$ cat config.mk
export PLATFORM = sky130hd
export DESIGN_NAME = crc16_frame_receiver_core
export DESIGN_NICKNAME = d
export VERILOG_FILES = /design/src/rtl/crc16fr_pkg.sv /design/src/rtl/crc16fr_parser.sv /design/src/rtl/crc16_frame_receiver_core.sv
export SDC_FILE = /design/constraint.sdc
export NUM_CORES = 1
export LEC_CHECK = 0
export ABC_AREA = 0
export BUFFER_PORTS_ARGS = -buffer_cell sky130_fd_sc_hd__buf_4
export CORE_ASPECT_RATIO = 1.1
export CORE_MARGIN = 2
export CORE_UTILIZATION = 58
export CTS_BUF_LIST = sky130_fd_sc_hd__clkbuf_4
export CTS_CLUSTER_SIZE = 30
export DETAILED_ROUTE_END_ITERATION = 7
export PLACE_DENSITY = 0.85
export RECOVER_POWER = 25
export SYNTH_ARGS = -nofsm -noshare
export SYNTH_HDL_FRONTEND = slang
export SYNTH_SLANG_ARGS = --single-unit
$ cat constraint.sdc
create_clock -name i_clk -period 8.7 [get_ports i_clk]
set_clock_uncertainty 0.1 [all_clocks]
set_input_delay 1.74 -clock i_clk [delete_from_list [all_inputs] [get_ports i_clk]]
set_output_delay 1.74 -clock i_clk [all_outputs]
set_load 0.02 [all_outputs]
$ cat src/rtl/crc16fr_pkg.sv
// Shared types, constants and the CRC-16 byte update for the frame receiver.
`timescale 1ns / 1ps

package crc16fr_pkg;

    localparam logic [7:0]  SYNC_FIRST  = 8'h55;
    localparam logic [7:0]  SYNC_SECOND = 8'hAA;
    localparam logic [15:0] CRC_INIT    = 16'hFFFF;
    localparam logic [15:0] CRC_POLY    = 16'hA001;

    // Configuration register defaults and port geometry
    localparam logic [7:0] LOCAL_ADDR_RESET = 8'd1;
    localparam logic [7:0] BCAST_ADDR_RESET = 8'd0;
    localparam int         APB_ADDR_W       = 3;
    localparam int         APB_DATA_W       = 32;

    typedef enum logic [0:0] {
        REG_LOCAL_ADDR = 1'b0,
        REG_BCAST_ADDR = 1'b1
    } t_reg_index;

    typedef enum logic [2:0] {
        PH_SYNC1  = 3'd0,
        PH_SYNC2  = 3'd1,
        PH_ADDR   = 3'd2,
        PH_FUNC   = 3'd3,
        PH_LEN    = 3'd4,
        PH_DATA   = 3'd5,
        PH_CRC_LO = 3'd6,
        PH_CRC_HI = 3'd7
    } t_phase;

    typedef enum logic [2:0] {
        ST_OK        = 3'd0,
        ST_BAD_SYNC1 = 3'd1,
        ST_BAD_SYNC2 = 3'd2,
        ST_BAD_ADDR  = 3'd3,
        ST_BAD_CRC   = 3'd4
    } t_status;

    typedef struct packed {
        t_status    status;
        logic       was_broadcast;
        logic [7:0] function_code;
        logic [7:0] payload_length;
        logic [7:0] data_first;
        logic [7:0] data_second;
    } t_result;

    // Reflected CRC-16, one byte unrolled over eight bit steps
    function automatic logic [15:0] crc_byte(input logic [15:0] crc, input logic [7:0] b);
        logic [15:0] c;
        c = crc ^ {8'h00, b};
        for (int k = 0; k < 8; k++) begin
            if (c[0]) begin
                c = (c >> 1) ^ CRC_POLY;
            end else begin
                c = c >> 1;
            end
        end
        return c;
    endfunction

endpackage

$ cat src/rtl/crc16fr_parser.sv
// Frame parser: phase machine, running CRC and held frame fields.
`timescale 1ns / 1ps

module crc16fr_parser (
    input  logic                 i_clk,
    input  logic                 i_rst_n,
    input  logic                 i_accept,
    input  logic [7:0]           i_byte,
    input  logic [7:0]           i_local_addr,
    input  logic [7:0]           i_bcast_addr,
    output logic                 o_res_valid,
    output crc16fr_pkg::t_result o_res
);

    crc16fr_pkg::t_phase r_phase, n_phase;
    logic [15:0] r_crc, n_crc;
    logic [7:0]  r_bytes_left, n_bytes_left;
    logic        r_bflag, n_bflag;
    logic [7:0]  r_func, n_func;
    logic [7:0]  r_length, n_length;
    logic [7:0]  r_data0, n_data0;
    logic [7:0]  r_data1, n_data1;
    logic [7:0]  r_crc_low, n_crc_low;

    logic        sync1_ok, sync2_ok, addr_local, addr_bcast, crc_ok, hunt;
    logic [15:0] crc_upd;
    logic [7:0]  data_idx;

    assign sync1_ok   = (i_byte == crc16fr_pkg::SYNC_FIRST);
    assign sync2_ok   = (i_byte == crc16fr_pkg::SYNC_SECOND);
    assign addr_local = (i_byte == i_local_addr);
    assign addr_bcast = (i_byte == i_bcast_addr);
    assign crc_ok     = (r_crc_low == r_crc[7:0]) && (i_byte == r_crc[15:8]);
    assign crc_upd    = crc16fr_pkg::crc_byte(r_crc, i_byte);
    assign data_idx   = r_length - r_bytes_left;

    // Next phase
    always_comb begin
        n_phase = r_phase;
        if (i_accept) begin
            case (r_phase)
                crc16fr_pkg::PH_SYNC1:
                    n_phase = sync1_ok ? crc16fr_pkg::PH_SYNC2 : crc16fr_pkg::PH_SYNC1;
                crc16fr_pkg::PH_SYNC2:
                    n_phase = sync2_ok ? crc16fr_pkg::PH_ADDR : crc16fr_pkg::PH_SYNC1;
                crc16fr_pkg::PH_ADDR:
                    n_phase = (addr_local || addr_bcast) ? crc16fr_pkg::PH_FUNC
                                                         : crc16fr_pkg::PH_SYNC1;
                crc16fr_pkg::PH_FUNC:
                    n_phase = crc16fr_pkg::PH_LEN;
                crc16fr_pkg::PH_LEN:
                    n_phase = (i_byte == 8'd0) ? crc16fr_pkg::PH_CRC_LO : crc16fr_pkg::PH_DATA;
                crc16fr_pkg::PH_DATA:
                    n_phase = (r_bytes_left == 8'd1) ? crc16fr_pkg::PH_CRC_LO
                                                     : crc16fr_pkg::PH_DATA;
                crc16fr_pkg::PH_CRC_LO:
                    n_phase = crc16fr_pkg::PH_CRC_HI;
                crc16fr_pkg::PH_CRC_HI:
                    n_phase = crc16fr_pkg::PH_SYNC1;
                default:
                    n_phase = crc16fr_pkg::PH_SYNC1;
            endcase
        end
    end

    // Datapath updates and result
    always_comb begin
        n_crc        = r_crc;
        n_bytes_left = r_bytes_left;
        n_bflag      = r_bflag;
        n_func       = r_func;
        n_length     = r_length;
        n_data0      = r_data0;
        n_data1      = r_data1;
        n_crc_low    = r_crc_low;
        hunt         = 1'b0;
        o_res_valid  = 1'b0;
        o_res        = '0;
        o_res.status = crc16fr_pkg::ST_OK;
        if (i_accept) begin
            case (r_phase)
                crc16fr_pkg::PH_SYNC1: begin
                    if (!sync1_ok) begin
                        hunt         = 1'b1;
                        o_res_valid  = 1'b1;
                        o_res.status = crc16fr_pkg::ST_BAD_SYNC1;
                    end
                end
                crc16fr_pkg::PH_SYNC2: begin
                    if (!sync2_ok) begin
                        hunt         = 1'b1;
                        o_res_valid  = 1'b1;
                        o_res.status = crc16fr_pkg::ST_BAD_SYNC2;
                    end else begin
                        n_crc = crc16fr_pkg::CRC_INIT;
                    end
                end
                crc16fr_pkg::PH_ADDR: begin
                    if (addr_local || addr_bcast) begin
                        // local match wins when both registers hold the same value
                        n_bflag = !addr_local;
                        n_data0 = 8'd0;
                        n_data1 = 8'd0;
                        n_crc   = crc_upd;
                    end else begin
                        hunt         = 1'b1;
                        o_res_valid  = 1'b1;
                        o_res.status = crc16fr_pkg::ST_BAD_ADDR;
                    end
                end
                crc16fr_pkg::PH_FUNC: begin
                    n_func = i_byte;
                    n_crc  = crc_upd;
                end
                crc16fr_pkg::PH_LEN: begin
                    n_length     = i_byte;
                    n_bytes_left = i_byte;
                    n_crc        = crc_upd;
                end
                crc16fr_pkg::PH_DATA: begin
                    if (data_idx == 8'd0) begin
                        n_data0 = i_byte;
                    end else if (data_idx == 8'd1) begin
                        n_data1 = i_byte;
                    end
                    n_crc        = crc_upd;
                    n_bytes_left = r_bytes_left - 8'd1;
                end
                crc16fr_pkg::PH_CRC_LO: begin
                    n_crc_low = i_byte;
                end
                crc16fr_pkg::PH_CRC_HI: begin
                    hunt        = 1'b1;
                    o_res_valid = 1'b1;
                    if (crc_ok) begin
                        o_res.status         = crc16fr_pkg::ST_OK;
                        o_res.was_broadcast  = r_bflag;
                        o_res.function_code  = r_func;
                        o_res.payload_length = r_length;
                        o_res.data_first     = r_data0;
                        o_res.data_second    = r_data1;
                    end else begin
                        o_res.status = crc16fr_pkg::ST_BAD_CRC;
                    end
                end
                default: begin
                    hunt = 1'b1;
                end
            endcase
        end
        // Drop back to sync hunting with cleared frame state
        if (hunt) begin
            n_crc        = crc16fr_pkg::CRC_INIT;
            n_bytes_left = 8'd0;
            n_bflag      = 1'b0;
            n_func       = 8'd0;
            n_length     = 8'd0;
            n_data0      = 8'd0;
            n_data1      = 8'd0;
            n_crc_low    = 8'd0;
        end
    end

    always_ff @(posedge i_clk) begin
        if (!i_rst_n) begin
            r_phase      <= crc16fr_pkg::PH_SYNC1;
            r_crc        <= crc16fr_pkg::CRC_INIT;
            r_bytes_left <= 8'd0;
            r_bflag      <= 1'b0;
            r_func       <= 8'd0;
            r_length     <= 8'd0;
            r_data0      <= 8'd0;
            r_data1      <= 8'd0;
            r_crc_low    <= 8'd0;
        end else begin
            r_phase      <= n_phase;
            r_crc        <= n_crc;
            r_bytes_left <= n_bytes_left;
            r_bflag      <= n_bflag;
            r_func       <= n_func;
            r_length     <= n_length;
            r_data0      <= n_data0;
            r_data1      <= n_data1;
            r_crc_low    <= n_crc_low;
        end
    end

endmodule

$ cat src/rtl/crc16_frame_receiver_core.sv
// Top level of the CRC-16 frame receiver: register port, parser and result buffer.
`timescale 1ns / 1ps

// Byte-serial receiver for frames 0x55, 0xAA, address, function, length,
// data bytes, CRC low, CRC high (Modbus CRC-16 over address through data).
// One byte is taken every clock cycle while o_stall is low; the CRC update for
// a whole byte is combinational, via the unrolled update in the parser. A result
// (frame ok or an error code) is registered into the output or skid register
// when the byte that completes or breaks it is accepted. Results pass through
// a two-entry buffer (output register plus skid register), so input bytes
// keep flowing while a result waits; o_stall rises only once both entries
// are occupied. Address registers sit at byte offsets 0 (local) and 4
// (broadcast); write them only while no frame is in progress.
module crc16_frame_receiver_core #(
    parameter logic [7:0] LOCAL_RESET = crc16fr_pkg::LOCAL_ADDR_RESET,
    parameter logic [7:0] BCAST_RESET = crc16fr_pkg::BCAST_ADDR_RESET
) (
    input  logic                               i_clk,
    input  logic                               i_rst_n,
    // byte input
    input  logic                               i_valid,
    output logic                               o_stall,
    input  logic [7:0]                         i_rx_byte,
    // result output
    output logic                               o_valid,
    input  logic                               i_stall,
    output logic [2:0]                         o_status,
    output logic                               o_was_broadcast,
    output logic [7:0]                         o_function_code,
    output logic [7:0]                         o_payload_length,
    output logic [7:0]                         o_data_first,
    output logic [7:0]                         o_data_second,
    // configuration
    input  logic                               psel,
    input  logic                               penable,
    input  logic                               pwrite,
    input  logic [crc16fr_pkg::APB_ADDR_W-1:0] paddr,
    input  logic [crc16fr_pkg::APB_DATA_W-1:0] pwdata,
    output logic [crc16fr_pkg::APB_DATA_W-1:0] prdata,
    output logic                               pready
);

    logic [7:0] r_local_addr, r_bcast_addr;
    logic       cfg_wr;
    crc16fr_pkg::t_reg_index cfg_idx;

    logic                 accept, res_valid, take, out_free, new_res;
    crc16fr_pkg::t_result res;
    logic                 r_out_valid, r_skid_valid;
    crc16fr_pkg::t_result r_out, r_skid;

    // Configuration registers
    assign pready  = 1'b1;
    assign cfg_wr  = psel && penable && pwrite;
    assign cfg_idx = crc16fr_pkg::t_reg_index'(paddr[2]);

    always_ff @(posedge i_clk) begin
        if (!i_rst_n) begin
            r_local_addr <= LOCAL_RESET;
            r_bcast_addr <= BCAST_RESET;
        end else if (cfg_wr) begin
            case (cfg_idx)
                crc16fr_pkg::REG_LOCAL_ADDR: r_local_addr <= pwdata[7:0];
                crc16fr_pkg::REG_BCAST_ADDR: r_bcast_addr <= pwdata[7:0];
                default: ;
            endcase
        end
    end

    always_comb begin
        case (cfg_idx)
            crc16fr_pkg::REG_LOCAL_ADDR: prdata = {24'd0, r_local_addr};
            crc16fr_pkg::REG_BCAST_ADDR: prdata = {24'd0, r_bcast_addr};
            default:                     prdata = '0;
        endcase
    end

    // Parser
    assign o_stall = r_skid_valid;
    assign accept  = i_valid && !o_stall;

    crc16fr_parser u_parser (
        .i_clk        (i_clk),
        .i_rst_n      (i_rst_n),
        .i_accept     (accept),
        .i_byte       (i_rx_byte),
        .i_local_addr (r_local_addr),
        .i_bcast_addr (r_bcast_addr),
        .o_res_valid  (res_valid),
        .o_res        (res)
    );

    // Result buffer: output register backed by a skid register
    assign take     = r_out_valid && !i_stall;
    assign out_free = !r_out_valid || take;
    assign new_res  = accept && res_valid;

    always_ff @(posedge i_clk) begin
        if (!i_rst_n) begin
            r_out_valid  <= 1'b0;
            r_skid_valid <= 1'b0;
        end else if (out_free) begin
            if (r_skid_valid) begin
                r_out_valid  <= 1'b1;
                r_skid_valid <= new_res;
            end else begin
                r_out_valid  <= new_res;
            end
        end else if (new_res) begin
            r_skid_valid <= 1'b1;
        end
    end

    always_ff @(posedge i_clk) begin
        if (out_free) begin
            if (r_skid_valid) begin
                r_out <= r_skid;
                if (new_res) begin
                    r_skid <= res;
                end
            end else if (new_res) begin
                r_out <= res;
            end
        end else if (new_res) begin
            r_skid <= res;
        end
    end

    assign o_valid          = r_out_valid;
    assign o_status         = r_out.status;
    assign o_was_broadcast  = r_out.was_broadcast;
    assign o_function_code  = r_out.function_code;
    assign o_payload_length = r_out.payload_length;
    assign o_data_first     = r_out.data_first;
    assign o_data_second    = r_out.data_second;

endmodule
After elaboration in Yosys (flattened, before gate mapping)
Index checks and enable logic that the tools add are counted.
{ "word_totals": {"n_memories": 0, "out_inout_bits": 71, "in_bits": 50, "latch_bits": 0, "ram_bits": 0, "elab_cells": 139, "ff_bits": 158, "romBits": 0} }
{ "classes": {"n_mux": 47, "n_lt_le_gt_ge": 0, "n_shift": 0, "div_mod_pow": 0, "n_eq_ne": 21, "n_mul": 0, "add_sub_neg": 2, "bitwise_logic": 11, "reduce_logical": 33} }
{ "ops": {"columns": ["op", "n"], "rows": [
  ["$mux 36", 6],
  ["$mux 16", 10],
  ["$mux 33", 2],
  ["$pmux 32 s2", 1],
  ["$pmux 16 s3", 1],
  ["$pmux 8 s2", 3],
  ["$eq 8x8->1", 4],
  ["$mux 8", 4],
  ["$not 2->3", 8],
  ["$pmux 3 s8", 1],
  ["$eq 8x1->1 const B", 2],
  ["$logic_not 8->1", 2],
  ["$xor 16x8->16", 1],
  ["$reduce_and 2->1", 7],
  ["$eq 3x3->1 const B", 4],
  ["$mux 2", 6],
  ["$pmux 3 s4", 1],
  ["$mux 1", 10],
  ["$ne 2x1->1 const B", 5],
  ["$eq 8x7->1 const B", 1],
  ["$eq 8x8->1 const B", 1],
  ["$reduce_and 4->1", 2],
  ["$reduce_bool 2->1", 4],
  ["$sub 8x1->8 const B", 1],
  ["other kinds (16)", 27]
]} }

Longest topological paths before layout
{ "depth": {"ltp_word": 19, "depth_mapped": 10, "depth_no_buf": 10} }

Cells and area by module
Synthesis repeated with hierarchy kept, for this count alone.
{ "unflattened": {"hier_cells": 745, "hier_area_um2": 7771.2} }
{ "by_module_without_submodules": {"columns": ["module", "area_each_um2", "cells_each", "n_inst", "seq_area_each_um2"], "rows": [
  ["crc16fr_parser", 4154.0, 525, 1, 1361.3],
  ["crc16_frame_receiver_core", 3617.2, 220, 1, 2522.4]
]} }

Worst setup path after synthesis
OpenSTA, ideal clock, no wires.
{ "synth_timing": {"kind": "input -> register", "startpoint": "input i_rx_byte[6]", "endpoint": "register r_out (netlist bit o_data_first[0]), enable pin", "arrival_time_ns": 4.877, "setup_slack_ns": 3.282, "setup_time_ns": 0.441, "required_time_ns": 8.159, "n_path_buf": 1, "cell_stages": 8, "path_cell_list": "clkbuf_1 > xor2_1 > nor4_1 > a22oi_1 > nand2b_1 > a21oi_1 > nor3_1 > a21oi_1"} }
{ "synth_via": {"elab_chain_cells": 8, "word_cells_on_any_way": 13, "cone_classes": "4 x eq/ne; 5 x mux; 4 x reduce/logical"} }
{ "synth_lines": {"columns": ["element", "line_no", "text"], "rows": [
  ["start, declared", "crc16_frame_receiver_core.sv:23", "input logic [7:0] i_rx_byte,"],
  ["$eq 8x8->1 (on tied branches)", "crc16fr_parser.sv:31, crc16fr_parser.sv:32", null],
  ["$logic_or 1x1->1", "crc16fr_parser.sv:99", "if (addr_local || addr_bcast) begin"],
  ["$mux 1", "crc16fr_parser.sv:99", null],
  ["$pmux 1 s4 *", "crc16fr_parser.sv:81", "case (r_phase)"],
  ["$mux 1 *", "crc16fr_parser.sv:80", "if (i_accept) begin"],
  ["$logic_and 1x1->1 *", "crc16_frame_receiver_core.sv:96", "assign new_res = accept && res_valid;"],
  ["$reduce_bool 2->1 (no source line) *", null, null],
  ["$reduce_and 2->1 (no source line) *", null, null],
  ["end signal, assigned", "crc16_frame_receiver_core.sv:117", "r_out <= r_skid;"],
  ["end signal, assigned", "crc16_frame_receiver_core.sv:122", "r_out <= res;"],
  ["end, declared", "crc16_frame_receiver_core.sv:50", "crc16fr_pkg::t_result r_out, r_skid;"]
]} }
Every way passes the cells marked *; elsewhere a longest branch is shown, timed or not.
A chain may end at the register's enable or synchronous reset.

Worst setup path after layout
{ "layout_timing": {"startpoint": "input i_rx_byte[4]", "endpoint": "register r_out (netlist bit o_function_code[3]), enable pin"} }
The elaborated chain is that of the path after synthesis.

==> impl_metrics.yaml <==
floorplan:
  die_area_sq_mm: 0.0141
  pin_count: 121
  rows: 43
  start_util_pct: 60.0
  die_h_um: 124
  die_width_um: 113
  fp.coreArea_sq_mm: 0.0127
drt:
  antenna_left: 0
  routed_wl_um: 16400
  drt_pass1_iterations: 8
  post_drt_wl_per_cell_um: 16.6
  drtIter0Drc: 453
  num_vias: 5794
  via_per_inst: 5.88
  drc: 0
cts:
  numCtsBuffers: 17
  cts_hold_buf: 0
  cts_setup_buffers: 0
  cts_resized: 0
  clk_latency_ns: 0.55
  cts_sinks: 158
  cts_root_buffer: "clkbuf_4"
  htree_num_levels: 4
  clkTransAtPathRegs_ns: 0.13
  ctsLongestPathBuffers: 2
  cts_tree: "built"
synth:
  ys_types: 60
  ys_seq_elements: 158
  synth_top_area_share_pct: 28.4
  synth_area_leaders: "edfxtp_1 (28%), dfxtp_1 (23%), nand2_1 (4.4%)"
  synth_edf_count: 72
  yosys.area.top_type: "edfxtp_1"
  ys.flop_type: "dfxtp_1"
  synth-seq-area-share_pct: 51.0
  avgSynthCellArea_sq_um: 9.95
  syn_area_sq_mm: 0.00762
  synth_cells: 766
  yosysWarnings: 0
  synthArstFlopShare_pct: 0
pwr:
  comb_power_share_pct: 11.2
  p_int_mw: 1.00
  p_sw_mw: 0.398
  seq_power_share_pct: 58.6
  power_density_mw_per_mm2: 170
  clock_power_share_pct: 30.2
  p_sw_share_pct: 28.5
  peakVddDrop_mv: 0.0847
  p_leak_nw: 3.09
outcome:
  run_status: "complete, but fails checks"
  violations: "max-capacitance violations, max-slew violations"
layout:
  area_growth_pct: 7.77
  drive_gt1_share_pct: 9.65
  diodes: 0
  final_nets: 876
timing:
  period_minus_slack_ns: 4.84
  fmax_ghz: 0.206
  slew_viol_final: 39
  hold_ws_ns: 0.381
  fin_crit_sh_pct: 55.7
  relSlewSlack_pct: -12.6
  tns_ns: 0
  setup_violations: 0
  worst_pin_slew_ns: 1.69
  rsz0062_at_grt: "false"
  finalHoldViolations: 0
grt:
  grt.total_usage_pct: 24.0
  grt_max_degree: 39
  met3_usage_pct: 5.51
  grt_pass1_vias: 5769
  grt_overflow_total: 0
  grt_antenna_before_repair: 0
  met2_usage_pct: 39.9
  grtUsageMet1_pct: 30.2
  top_usage_layer: "met2"
  grt_first_pass_wirelength_um: 27400
setup_path:
  cp.arrival_ns: 4.92
  crit_type: "primary input to flop"
  end_kind: "flop"
  worstPathMaxFanout: 36
  start_kind: "primary input"
  required_ns: 8.78
placed_design:
  io_buffers: 69
  gp_congestion: 0.899
  place.detailed.hpwl_um: 11200
worst_hold_path:
  hold_path.class: "flop to flop"
job:
  maxCapViolCount: 1
==> cell usage after synthesis, types with 4 or more instances <==
| cell | instances |
|---|---|
| or4_1 | 5 |
| mux2_2 | 9 |
| dfxtp_1 | 86 |
| buf_4 | 25 |
| mux2i_1 | 16 |
| a21boi_0 | 17 |
| a211oi_1 | 4 |
| nor2b_1 | 4 |
| o21a_1 | 4 |
| o221ai_1 | 17 |
| xor2_1 | 37 |
| or3_1 | 4 |
| nor4_1 | 9 |
| ha_1 | 9 |
| inv_1 | 39 |
| nor2_1 | 38 |
| nand3_1 | 19 |
| and2_1 | 19 |
| nand2b_1 | 5 |
| a21oi_1 | 20 |
| clkbuf_1 | 33 |
| nand4_1 | 7 |
| nand2_1 | 90 |
| nor3_1 | 27 |
| a21o_1 | 36 |
| nand3b_1 | 6 |
| xnor2_1 | 19 |
| o21ai_0 | 41 |
| edfxtp_1 | 72 |
==> state kept, by name, summed over array words and instances, names as in the netlist, 3 cells and up <==
register,count
o_data_first,8
o_data_second,8
o_function_code,8
o_payload_length,8
o_status,3
r_bcast_addr,8
r_local_addr,8
r_skid,36
u_parser.r_bytes_left,8
u_parser.r_crc,16
u_parser.r_crc_low,8
u_parser.r_data0,8
u_parser.r_data1,8
u_parser.r_func,8
u_parser.r_length,8
u_parser.r_phase,3
==> final cells by class <==
| cell class | instances | area (sq um) |
|---|---|---|
| fill | 1038 | 4480 |
| sequential | 158 | 3880 |
| multi-input combinational | 526 | 3320 |
| timing repair buffer | 74 | 398 |
| tap | 157 | 196 |
| inverter | 39 | 146 |
| clock inverter | 15 | 138 |
| clock buffer | 17 | 128 |
==> critical path: stages <==
cell	delay [ns]
clkbuf_1	0.61
xor2_1	0.20
nor4_1	0.09
a22oi_1	0.43
nand2b_1	0.15
a21oi_1	0.49
nor3_1	0.21
a21oi_4	0.95
==> per-stage QoR <==
stage | area, sq um | util, % | worst slack, ns | power [mW] | std cells
2_1_floorplan | 7710 | - | 3.28 | 0.957 | 789
3_3_place_gp | 8110 | 63.8 | 3.92 | 1.00 | 954
4_1_cts | 8370 | 65.9 | 4.36 | 1.42 | 986
3_5_place_dp | 8110 | 63.8 | 3.77 | 1.01 | 954
6_report | 8210 | 64.7 | 3.86 | 1.40 | 986
5_1_grt | 8210 | 64.7 | 3.60 | 1.45 | 986
==> cell usage in the layout (no fill, tap or decap), types with 4 or more instances in the layout <==
cell type | netlist | final
nand3b_1 | 6 | 6
buf_4 | 25 | 31
clkbuf_1 | 33 | 42
edfxtp_1 | 72 | 72
mux2_2 | 9 | 9
a21oi_1 | 20 | 19
inv_6 | 0 | 5
a21boi_0 | 17 | 17
a211oi_1 | 4 | 4
conb_1 | 2 | 25
o221ai_1 | 17 | 17
or3_1 | 4 | 4
xor2_1 | 37 | 37
clkbuf_4 | 0 | 18
nor2b_1 | 4 | 4
nand2b_1 | 5 | 5
dfxtp_1 | 86 | 86
nor2_1 | 38 | 37
o21ai_0 | 41 | 40
nand3_1 | 19 | 19
xnor2_1 | 19 | 19
clkinv_2 | 0 | 4
nand2_1 | 90 | 90
ha_1 | 9 | 9
mux2i_1 | 16 | 16
and2_1 | 19 | 18
inv_1 | 39 | 39
nand4_1 | 7 | 7
nor4_1 | 9 | 9
or4_1 | 5 | 5
nor3_1 | 27 | 27
a21o_1 | 36 | 36
o21a_1 | 4 | 4
==> routing by layer <==
| metal | wire [um] | vias to the layer above |
|---|---|---|
| li1 | - | 2752 |
| met1 | 6720 | 2761 |
| met2 | 8150 | 241 |
| met3 | 1110 | 40 |
| met4 | 388 | 0 |
| met5 | 0 | - |
==> cells by family (layout without fill, tap and decap cells) <==
kind of cell / after synthesis / count (layout) / synth area share, %
AND/OR/NAND/NOR: 242 / 242 / 15.3
AO/OA/AOI/OAI: 167 / 167 / 15.0
flip-flops: 158 / 158 / 51.0
buffers and inverters: 105 / 145 / 6.75
XOR/XNOR: 57 / 57 / 6.73
multiplexers: 25 / 25 / 3.43
adder cells (fa/ha/maj): 10 / 10 / 1.74
other: 2 / 25 / 0.0985
==> path summary, 6_finish.rpt <==
path / from / slack (ns) / cells after the start / endpoint
worst min register to register: u_parser.r_bytes_left[5] / 0.38 / 2 / u_parser.r_bytes_left[5]
worst max-delay path: i_rx_byte[4] / 3.86 / 8 / o_function_code[3]
worst min-delay path: u_parser.r_bytes_left[5] / 0.38 / 2 / u_parser.r_bytes_left[5]
worst max register to register: u_parser.r_phase[0] / 5.03 / 5 / o_function_code[3]
==> power by group through the flow <==
stage	combinational [mW]	clock, mW	sequential (mW)
after global placement	0.168	0	0.835
final	0.156	0.422	0.819
after floorplan	0.0984	0	0.859
after CTS	0.172	0.430	0.819
after global routing	0.168	0.460	0.822
after detailed placement	0.172	0	0.836
(Power assumes the default switching activity.)
